--- config.mk ---
export PLATFORM = sky130hd
export DESIGN_NAME = cascadable_prescaled_timer_bank_core
export DESIGN_NICKNAME = d
export VERILOG_FILES = /design/src/design/cptb_pkg.sv /design/src/design/cascadable_prescaled_timer_bank_core.sv /design/src/design/cptb_cell.sv
export SDC_FILE = /design/constraint.sdc
export NUM_CORES = 1
export LEC_CHECK = 0
export BUFFER_PORTS_ARGS = -buffer_cell sky130_fd_sc_hd__buf_2
export CAP_MARGIN = 20
export CORE_UTILIZATION = 65
export CTS_BUF_LIST = sky130_fd_sc_hd__clkbuf_8
export DETAILED_ROUTE_END_ITERATION = 10
export PLACE_DENSITY_LB_ADDON = 0.2
export SETUP_SLACK_MARGIN = 0.1
export SLEW_MARGIN = 20
export SYNTH_ARGS = -nofsm -noshare
export SYNTH_HDL_FRONTEND = slang
export SYNTH_SLANG_ARGS = --single-unit
--- constraint.sdc ---
create_clock -name clk -period 11.83 [get_ports clk]
set_input_delay 0 -clock clk [delete_from_list [all_inputs] [get_ports clk]]
set_output_delay 0 -clock clk [all_outputs]
set_load 0.03 [all_outputs]
--- src/design/cptb_pkg.sv ---
// Package: sizes, command codes, control fields and cell control struct for the timer bank.
`default_nettype none
package cptb_pkg;

	localparam int NUM_TIMERS  = 4;
	localparam int COUNT_WIDTH = 16;
	localparam int IRQ_BITS    = 4;
	localparam int RELOAD_W    = 16;
	localparam int RES_W       = 10;

	// command codes
	localparam logic [1:0] CMD_TICK  = 2'd0;
	localparam logic [1:0] CMD_WRITE = 2'd1;
	localparam logic [1:0] CMD_READ  = 2'd2;

	// prescaler select codes
	localparam logic [1:0] PSC_DIV1    = 2'd0;
	localparam logic [1:0] PSC_DIV64   = 2'd1;
	localparam logic [1:0] PSC_DIV256  = 2'd2;
	localparam logic [1:0] PSC_DIV1024 = 2'd3;

	// byte lanes of the write mask
	localparam int BM_RELOAD_LO = 0;
	localparam int BM_RELOAD_HI = 1;
	localparam int BM_CTRL_LO   = 2;

	// control low byte bit positions
	localparam int CTRL_CASCADE = 2;
	localparam int CTRL_IRQ_EN  = 6;
	localparam int CTRL_START   = 7;

	typedef struct packed {
		logic       tick;
		logic       wr;
		logic [3:0] byte_mask;
	} cell_ctl_t;

	// prescaler divisor, one bit wider than the residue
	function automatic logic [RES_W:0] divisor_of(input logic [1:0] sel);
		logic [RES_W:0] d;
		case (sel)
			PSC_DIV1:    d = (RES_W+1)'(1);
			PSC_DIV64:   d = (RES_W+1)'(64);
			PSC_DIV256:  d = (RES_W+1)'(256);
			PSC_DIV1024: d = (RES_W+1)'(1024);
			default:     d = (RES_W+1)'(1);
		endcase
		return d;
	endfunction

endpackage
`default_nettype wire

--- src/design/cascadable_prescaled_timer_bank_core.sv ---
// Top level of the cascadable prescaled timer bank: cell row, command decode, output register.
// A bank of NUM_TIMERS up-counters, one cell each, in a row. Every input transaction is a clock
// tick, a byte-masked register write or a counter read, and produces exactly one result
// transaction carrying read_data (counter on a read, else zero) and irq_pulse (timers that
// overflowed with IRQ enabled on that tick). The bank takes one transaction per clock cycle:
// while in_stall is low; the overflow carry of a tick ripples through all cells of the row
// within the same cycle, so a cascaded chain adds no latency. Each result shows up in the
// cycle after acceptance, from a single output register; in_stall is raised only while it
// is full and downstream stalls it, so input and output run back to back with no bubbles.
`default_nettype none
module cascadable_prescaled_timer_bank_core (
	input  wire logic        clk,
	input  wire logic        arst_n,
	input  wire logic        in_valid,
	output logic             in_stall,
	input  wire logic [1:0]  cmd,
	input  wire logic [1:0]  timer_sel,
	input  wire logic [3:0]  byte_mask,
	input  wire logic [31:0] write_data,
	output logic             out_valid,
	input  wire logic        out_stall,
	output logic [15:0]      read_data,
	output logic [3:0]       irq_pulse
);
	import cptb_pkg::*;

	logic                   accept;
	logic                   is_tick;
	logic                   is_write;
	logic                   is_read;

	cell_ctl_t              ctl [NUM_TIMERS];
	logic [NUM_TIMERS:0]    carry;
	logic [NUM_TIMERS-1:0]  irq_cell;
	logic [COUNT_WIDTH-1:0] count [NUM_TIMERS];

	logic [15:0]            rd_mux;
	logic [3:0]             irq_vec;

	logic                   out_valid_q;
	logic [15:0]            read_q;
	logic [3:0]             irq_q;

	// a new transaction enters whenever the output register is free or draining
	assign in_stall = out_valid_q && out_stall;
	assign accept   = in_valid && !in_stall;

	always_comb begin
		is_tick  = 1'b0;
		is_write = 1'b0;
		is_read  = 1'b0;
		case (cmd)
			CMD_TICK:  is_tick  = accept;
			CMD_WRITE: is_write = accept;
			CMD_READ:  is_read  = accept;
			default:   ; // unused code: no change, all-zero result
		endcase
	end

	// timer 0 has nothing below it, so its carry input is tied off
	assign carry[0] = 1'b0;

	for (genvar i = 0; i < NUM_TIMERS; i++) begin : g_cell
		// selects past the row never match, so such writes are dropped
		always_comb begin
			ctl[i].tick      = is_tick;
			ctl[i].wr        = is_write && (32'(timer_sel) == i);
			ctl[i].byte_mask = byte_mask;
		end

		cptb_cell u_cell (
			.clk        (clk),
			.arst_n     (arst_n),
			.ctl        (ctl[i]),
			.data       (write_data),
			.chain_head (i == 0),
			.carry_in   (carry[i]),
			.carry_out  (carry[i+1]),
			.irq        (irq_cell[i]),
			.count      (count[i])
		);
	end

	// read select: one compare per cell, OR of the matches
	always_comb begin
		rd_mux = '0;
		for (int i = 0; i < NUM_TIMERS; i++) begin
			if (32'(timer_sel) == i) begin
				rd_mux = rd_mux | 16'(count[i]);
			end
		end
	end

	// only the low four timers have an IRQ bit in the result
	always_comb begin
		irq_vec = '0;
		for (int i = 0; i < IRQ_BITS; i++) begin
			if (i < NUM_TIMERS) begin
				irq_vec[i] = irq_cell[i];
			end
		end
	end

	always_ff @(posedge clk or negedge arst_n) begin
		if (!arst_n) begin
			out_valid_q <= 1'b0;
		end else if (accept) begin
			out_valid_q <= 1'b1;
		end else if (!out_stall) begin
			out_valid_q <= 1'b0;
		end
	end

	always_ff @(posedge clk) begin
		if (accept) begin
			read_q <= is_read ? rd_mux : '0;
			irq_q  <= is_tick ? irq_vec : '0;
		end
	end

	assign out_valid = out_valid_q;
	assign read_data = read_q;
	assign irq_pulse = irq_q;

endmodule
`default_nettype wire

--- src/design/cptb_cell.sv ---
// One timer cell: counter, reload, prescaler and control bits, carry in from the cell below.
`default_nettype none
module cptb_cell (
	input  wire logic                                clk,
	input  wire logic                                arst_n,
	input  wire cptb_pkg::cell_ctl_t                 ctl,
	input  wire logic [31:0]                         data,
	input  wire logic                                chain_head,
	input  wire logic                                carry_in,
	output logic                                     carry_out,
	output logic                                     irq,
	output logic [cptb_pkg::COUNT_WIDTH-1:0]         count
);
	import cptb_pkg::*;

	logic [COUNT_WIDTH-1:0] count_q;
	logic [RELOAD_W-1:0]    reload_q;
	logic [RELOAD_W-1:0]    reload_nx;
	logic [RES_W-1:0]       residue_q;
	logic [1:0]             psc_q;
	logic                   cascade_q;
	logic                   irq_en_q;
	logic                   run_q;

	logic [7:0]             ctrl;
	logic [RES_W:0]         res_inc;
	logic                   roll;
	logic                   use_carry;
	logic                   inc;
	logic                   ovf;
	logic [COUNT_WIDTH-1:0] reload_ext;
	logic [COUNT_WIDTH-1:0] reload_nx_ext;

	assign ctrl      = data[23:16];
	assign res_inc   = {1'b0, residue_q} + (RES_W+1)'(1);
	assign roll      = res_inc >= divisor_of(psc_q);
	assign use_carry = cascade_q && !chain_head;
	assign inc       = ctl.tick && run_q && (use_carry ? carry_in : roll);
	assign ovf       = inc && (count_q == {COUNT_WIDTH{1'b1}});
	assign carry_out = ovf;
	assign irq       = ovf && irq_en_q;
	assign count     = count_q;

	assign reload_ext    = COUNT_WIDTH'(reload_q);
	assign reload_nx_ext = COUNT_WIDTH'(reload_nx);

	// reload bytes land before the control byte of the same write
	always_comb begin
		reload_nx = reload_q;
		if (ctl.wr && ctl.byte_mask[BM_RELOAD_LO]) begin
			reload_nx[7:0] = data[7:0];
		end
		if (ctl.wr && ctl.byte_mask[BM_RELOAD_HI]) begin
			reload_nx[15:8] = data[15:8];
		end
	end

	always_ff @(posedge clk or negedge arst_n) begin
		if (!arst_n) begin
			count_q   <= '0;
			reload_q  <= '0;
			residue_q <= '0;
			psc_q     <= PSC_DIV1;
			cascade_q <= 1'b0;
			irq_en_q  <= 1'b0;
			run_q     <= 1'b0;
		end else begin
			reload_q <= reload_nx;
			if (ctl.wr && ctl.byte_mask[BM_CTRL_LO]) begin
				psc_q     <= ctrl[1:0];
				cascade_q <= ctrl[CTRL_CASCADE];
				irq_en_q  <= ctrl[CTRL_IRQ_EN];
				run_q     <= ctrl[CTRL_START];
				// start edge: load counter, clear prescaler
				if (!run_q && ctrl[CTRL_START]) begin
					count_q   <= reload_nx_ext;
					residue_q <= '0;
				end
			end
			if (ctl.tick && run_q && !use_carry) begin
				residue_q <= roll ? '0 : res_inc[RES_W-1:0];
			end
			if (inc) begin
				count_q <= ovf ? reload_ext : count_q + COUNT_WIDTH'(1);
			end
		end
	end

endmodule
`default_nettype wire

==> run_results.csv <==
group,metric,value,unit
worst_setup_path,end_kind,"flip-flop",
drt,drt-vias-per-instance,6.42,
synthesis,ys_types,80,
synthesis,ys_seq_area_frac,0.453,
clock_network,cts_tree,"built",
timing,fin_crit_sh,0.409,
timing,rsz0062_at_grt,"no",
global_route,use_met3,0.0500,
clock_network,clk_pin_slew,0.06,ns
synthesis,ys_ff_latch,208,
cells_and_area,final_cells,1460,
synthesis,syn_area,0.0117,mm²
timing,finalHoldViolations,0,
worst_setup_path,path_class,"reg2reg",
die,core_area,0.0175,mm²
cells_and_area,n_fill_cell,1217,
placed_design,dp_slack,7.04,ns
timing,drv_slew,0,
drt,post_drt_wl_per_cell,19.9,µm
clock_network,numCtsBuffers,37,
drt,drt_first_pass_iters,5,
synthesis,syn_nets,1200,
cells_and_area,layout.nets,1275,
synthesis,ys_async_sr_fraction,0.904,
worst_setup_path,start_kind,"flip-flop",
cells_and_area,num_antenna_cells,0,
clock_network,clk-insertion-delay-late,0.55,ns
min_path,hold_depth,5,
timing,fmax,206,MHz
drt,drc_errors,0,
synthesis,avgSynthCellArea,10.4,µm²
synthesis,synthCells,1132,
min_path,holdPathEnd,"g_cell[0].u_cell.residue_q[6]",
worst_setup_path,cp.required,12.27,ns
min_path,hold_class,"in2reg",
clock_network,cts_htree_levels,2,
global_route,grtUsageTotal,0.325,
timing,holdWs,0.0398,ns
timing,finClkSkew,0.0325,ns
synthesis,synth_flop_cell,"dfrtp_1",
pwr,power.density,142,mW/mm²
drt,drtIter0Drc,699,
worst_setup_path,critPathMaxFanout,22,
cells_and_area,final_core_util,0.754,
global_route,grt_pass1_wl,46.2,mm
timing,fin_ws,6.99,ns
placed_design,hpwlAfterDp,20.3,mm
global_route,grt_max_degree,114,
die,die_area,0.0186,mm²
cells_and_area,syn2layout_area_growth,12.4,%
global_route,grt_pass1_vias,8879,
global_route,antenna_found_initial,0,
die,ios,66,
drt,ant_nets,0,
timing,tightest_slew,1.09,ns
status,status,"complete, no violations",
die,die_h,136,µm
synthesis,yosysWarningCount,0,
timing,period_needed,4.84,ns
clock_network,clockBufferDepth,3,
pwr,power_leakage,5.77,nW
timing,relSlewSlack,0.274,
global_route,overflow,0,
clock_network,cts.repair.resized,0,
die,row_count,48,
placed_design,gp_congestion,0.882,
die,initial_core_util,0.671,
worst_setup_path,r2r_slack,6.99,ns
drt,vias,9378,
worst_setup_path,r2r-end,"g_cell[3].u_cell.count[6]",
min_path,min_from,"cmd[1]",
timing,finalSetupViolations,0,
drt,finalWirelength,29.0,mm
global_route,grt_use_met1,0.474,
clock_network,cts.sinks,208,
placed_design,dp_cells,1367,
synthesis,synth-edff-count,20,
die,die_width,136,µm
worst_setup_path,rr_startpoint,"g_cell[2].u_cell.residue_q[0]",
run,maxCapViolCount,0,
pwr,max-vdd-ir-drop,0.000121,V
global_route,grt_use_met2,0.493,
timing,tns,0,ns
worst_setup_path,rr_worst_depth,13,
global_route,busiest_layer,"met2",
placed_design,io_buffers,53,
clock_network,root_buffer,"clkbuf_8",
worst_setup_path,critPathArrivalTime,5.28,ns
cells_and_area,drive_gt1_frac,0.198,
[flip-flops by register name, indices dropped and copies added, names as in the netlist]
signal,flops
g_cell.u_cell.cascade_q,3
g_cell.u_cell.count,64
g_cell.u_cell.irq_en_q,4
g_cell.u_cell.psc_q,8
g_cell.u_cell.reload_ext,64
g_cell.u_cell.residue_q,40
g_cell.u_cell.run_q,4
irq_pulse,4
out_valid,1
read_data,16
[cell usage after synthesis (all sizes together), types with 27 or more instances]
| cell type | number | share of area |
|---|---|---|
| dfrtp | 188 | 0.40 |
| nor2 | 107 | 0.034 |
| nand2 | 100 | 0.032 |
| mux2 | 86 | 0.083 |
| o21ai | 66 | 0.029 |
| nand3 | 50 | 0.021 |
| a21oi | 48 | 0.020 |
| clkbuf | 32 | 0.011 |
| a221o | 30 | 0.026 |
| and3 | 29 | 0.016 |
| mux2i | 29 | 0.025 |
| xor2 | 28 | 0.021 |
| xnor2 | 27 | 0.020 |
[layer usage]
| layer | share of wire | up-vias |
|---|---|---|
| met4 | 0.026 | 0 |
| met3 | 0.075 | 65 |
| li1 | - | 4356 |
| met1 | 0.45 | 4615 |
| met5 | 0 | - |
| met2 | 0.45 | 342 |
[cells in the final DEF (no fill, tap or decap), types with 17 or more instances in the layout]
cell type	count
a211oi_1	18
o21ai_0	65
nand2_1	99
mux2i_1	29
nor2b_1	25
dlygate4sd3_1	26
edfxtp_1	20
ha_1	24
nand4_1	17
buf_2	52
mux2_2	84
a221o_1	30
a21oi_1	47
nor2_1	107
xnor2_1	27
inv_1	20
xor2_1	28
dfrtp_1	188
clkbuf_8	55
nand3_1	50
and3_1	27
[per-stage QoR]
step	instance area [µm²]	power, mW
5_1_grt	13200	1.95
4_1_cts	13200	1.87
3_3_place_gp	12100	1.14
2_1_floorplan	11700	1.06
3_5_place_dp	12100	1.15
6_report	13200	1.87
[repair_timing]
item,in CTS,in global routing
hold buffers,26,0
setup buffers,0,0
endpoints found under the hold margin,231,0
[critical path, stage by stage, from the launching register on]
cell,delay (ns)
dfrtp_1,0.45
ha_1,0.28
nand2_1,0.10
nor3_1,0.39
and3_1,0.29
and3_1,0.18
ha_1,0.26
a21boi_2,0.18
a311oi_4,0.55
o32ai_2,0.26
o211ai_1,0.27
a211o_1,0.88
mux2_1,0.39
o221a_1,0.23
[cell families after synthesis]
logic type	synth area share
buf+inv	0.0250
flops	0.453
mux	0.138
compound gates	0.141
xor+xnor	0.0411
fa+ha+maj	0.0265
simple gates	0.175
[worst max-delay path by stage]
stage | from | end | slack (ns) | depth (start not counted)
global placement | g_cell[2].u_cell.residue_q[0] | g_cell[3].u_cell.count[6] | 7.10 | 13
global route | g_cell[2].u_cell.residue_q[0] | g_cell[3].u_cell.count[6] | 6.68 | 13
finish | g_cell[2].u_cell.residue_q[0] | g_cell[3].u_cell.count[6] | 6.99 | 13
floorplan | g_cell[1].u_cell.residue_q[0] | g_cell[3].u_cell.count[2] | 8.13 | 16
detailed placement | g_cell[2].u_cell.residue_q[0] | g_cell[3].u_cell.count[6] | 7.04 | 13
CTS | g_cell[2].u_cell.residue_q[0] | g_cell[3].u_cell.count[6] | 7.05 | 13
[area by class of cell]
cell class / instances / area (µm²) / share of cell area
Sequential cell: 208 / 5310 / 0.403
Tap cell: 225 / 282 / 0.0214
Multi-Input combinational cell: 859 / 6140 / 0.466
Inverter: 16 / 60.1 / 0.00456
Clock inverter: 13 / 63.8 / 0.00485
Clock buffer: 54 / 743 / 0.0564
Timing Repair Buffer: 85 / 579 / 0.0440
[power by group]
| part | internal (mW) | switching (mW) |
|---|---|---|
| clock | 0.404 | 0.310 |
| combinational | 0.131 | 0.130 |
| sequential | 0.804 | 0.0902 |
Power figures use the tool's default switching activity.
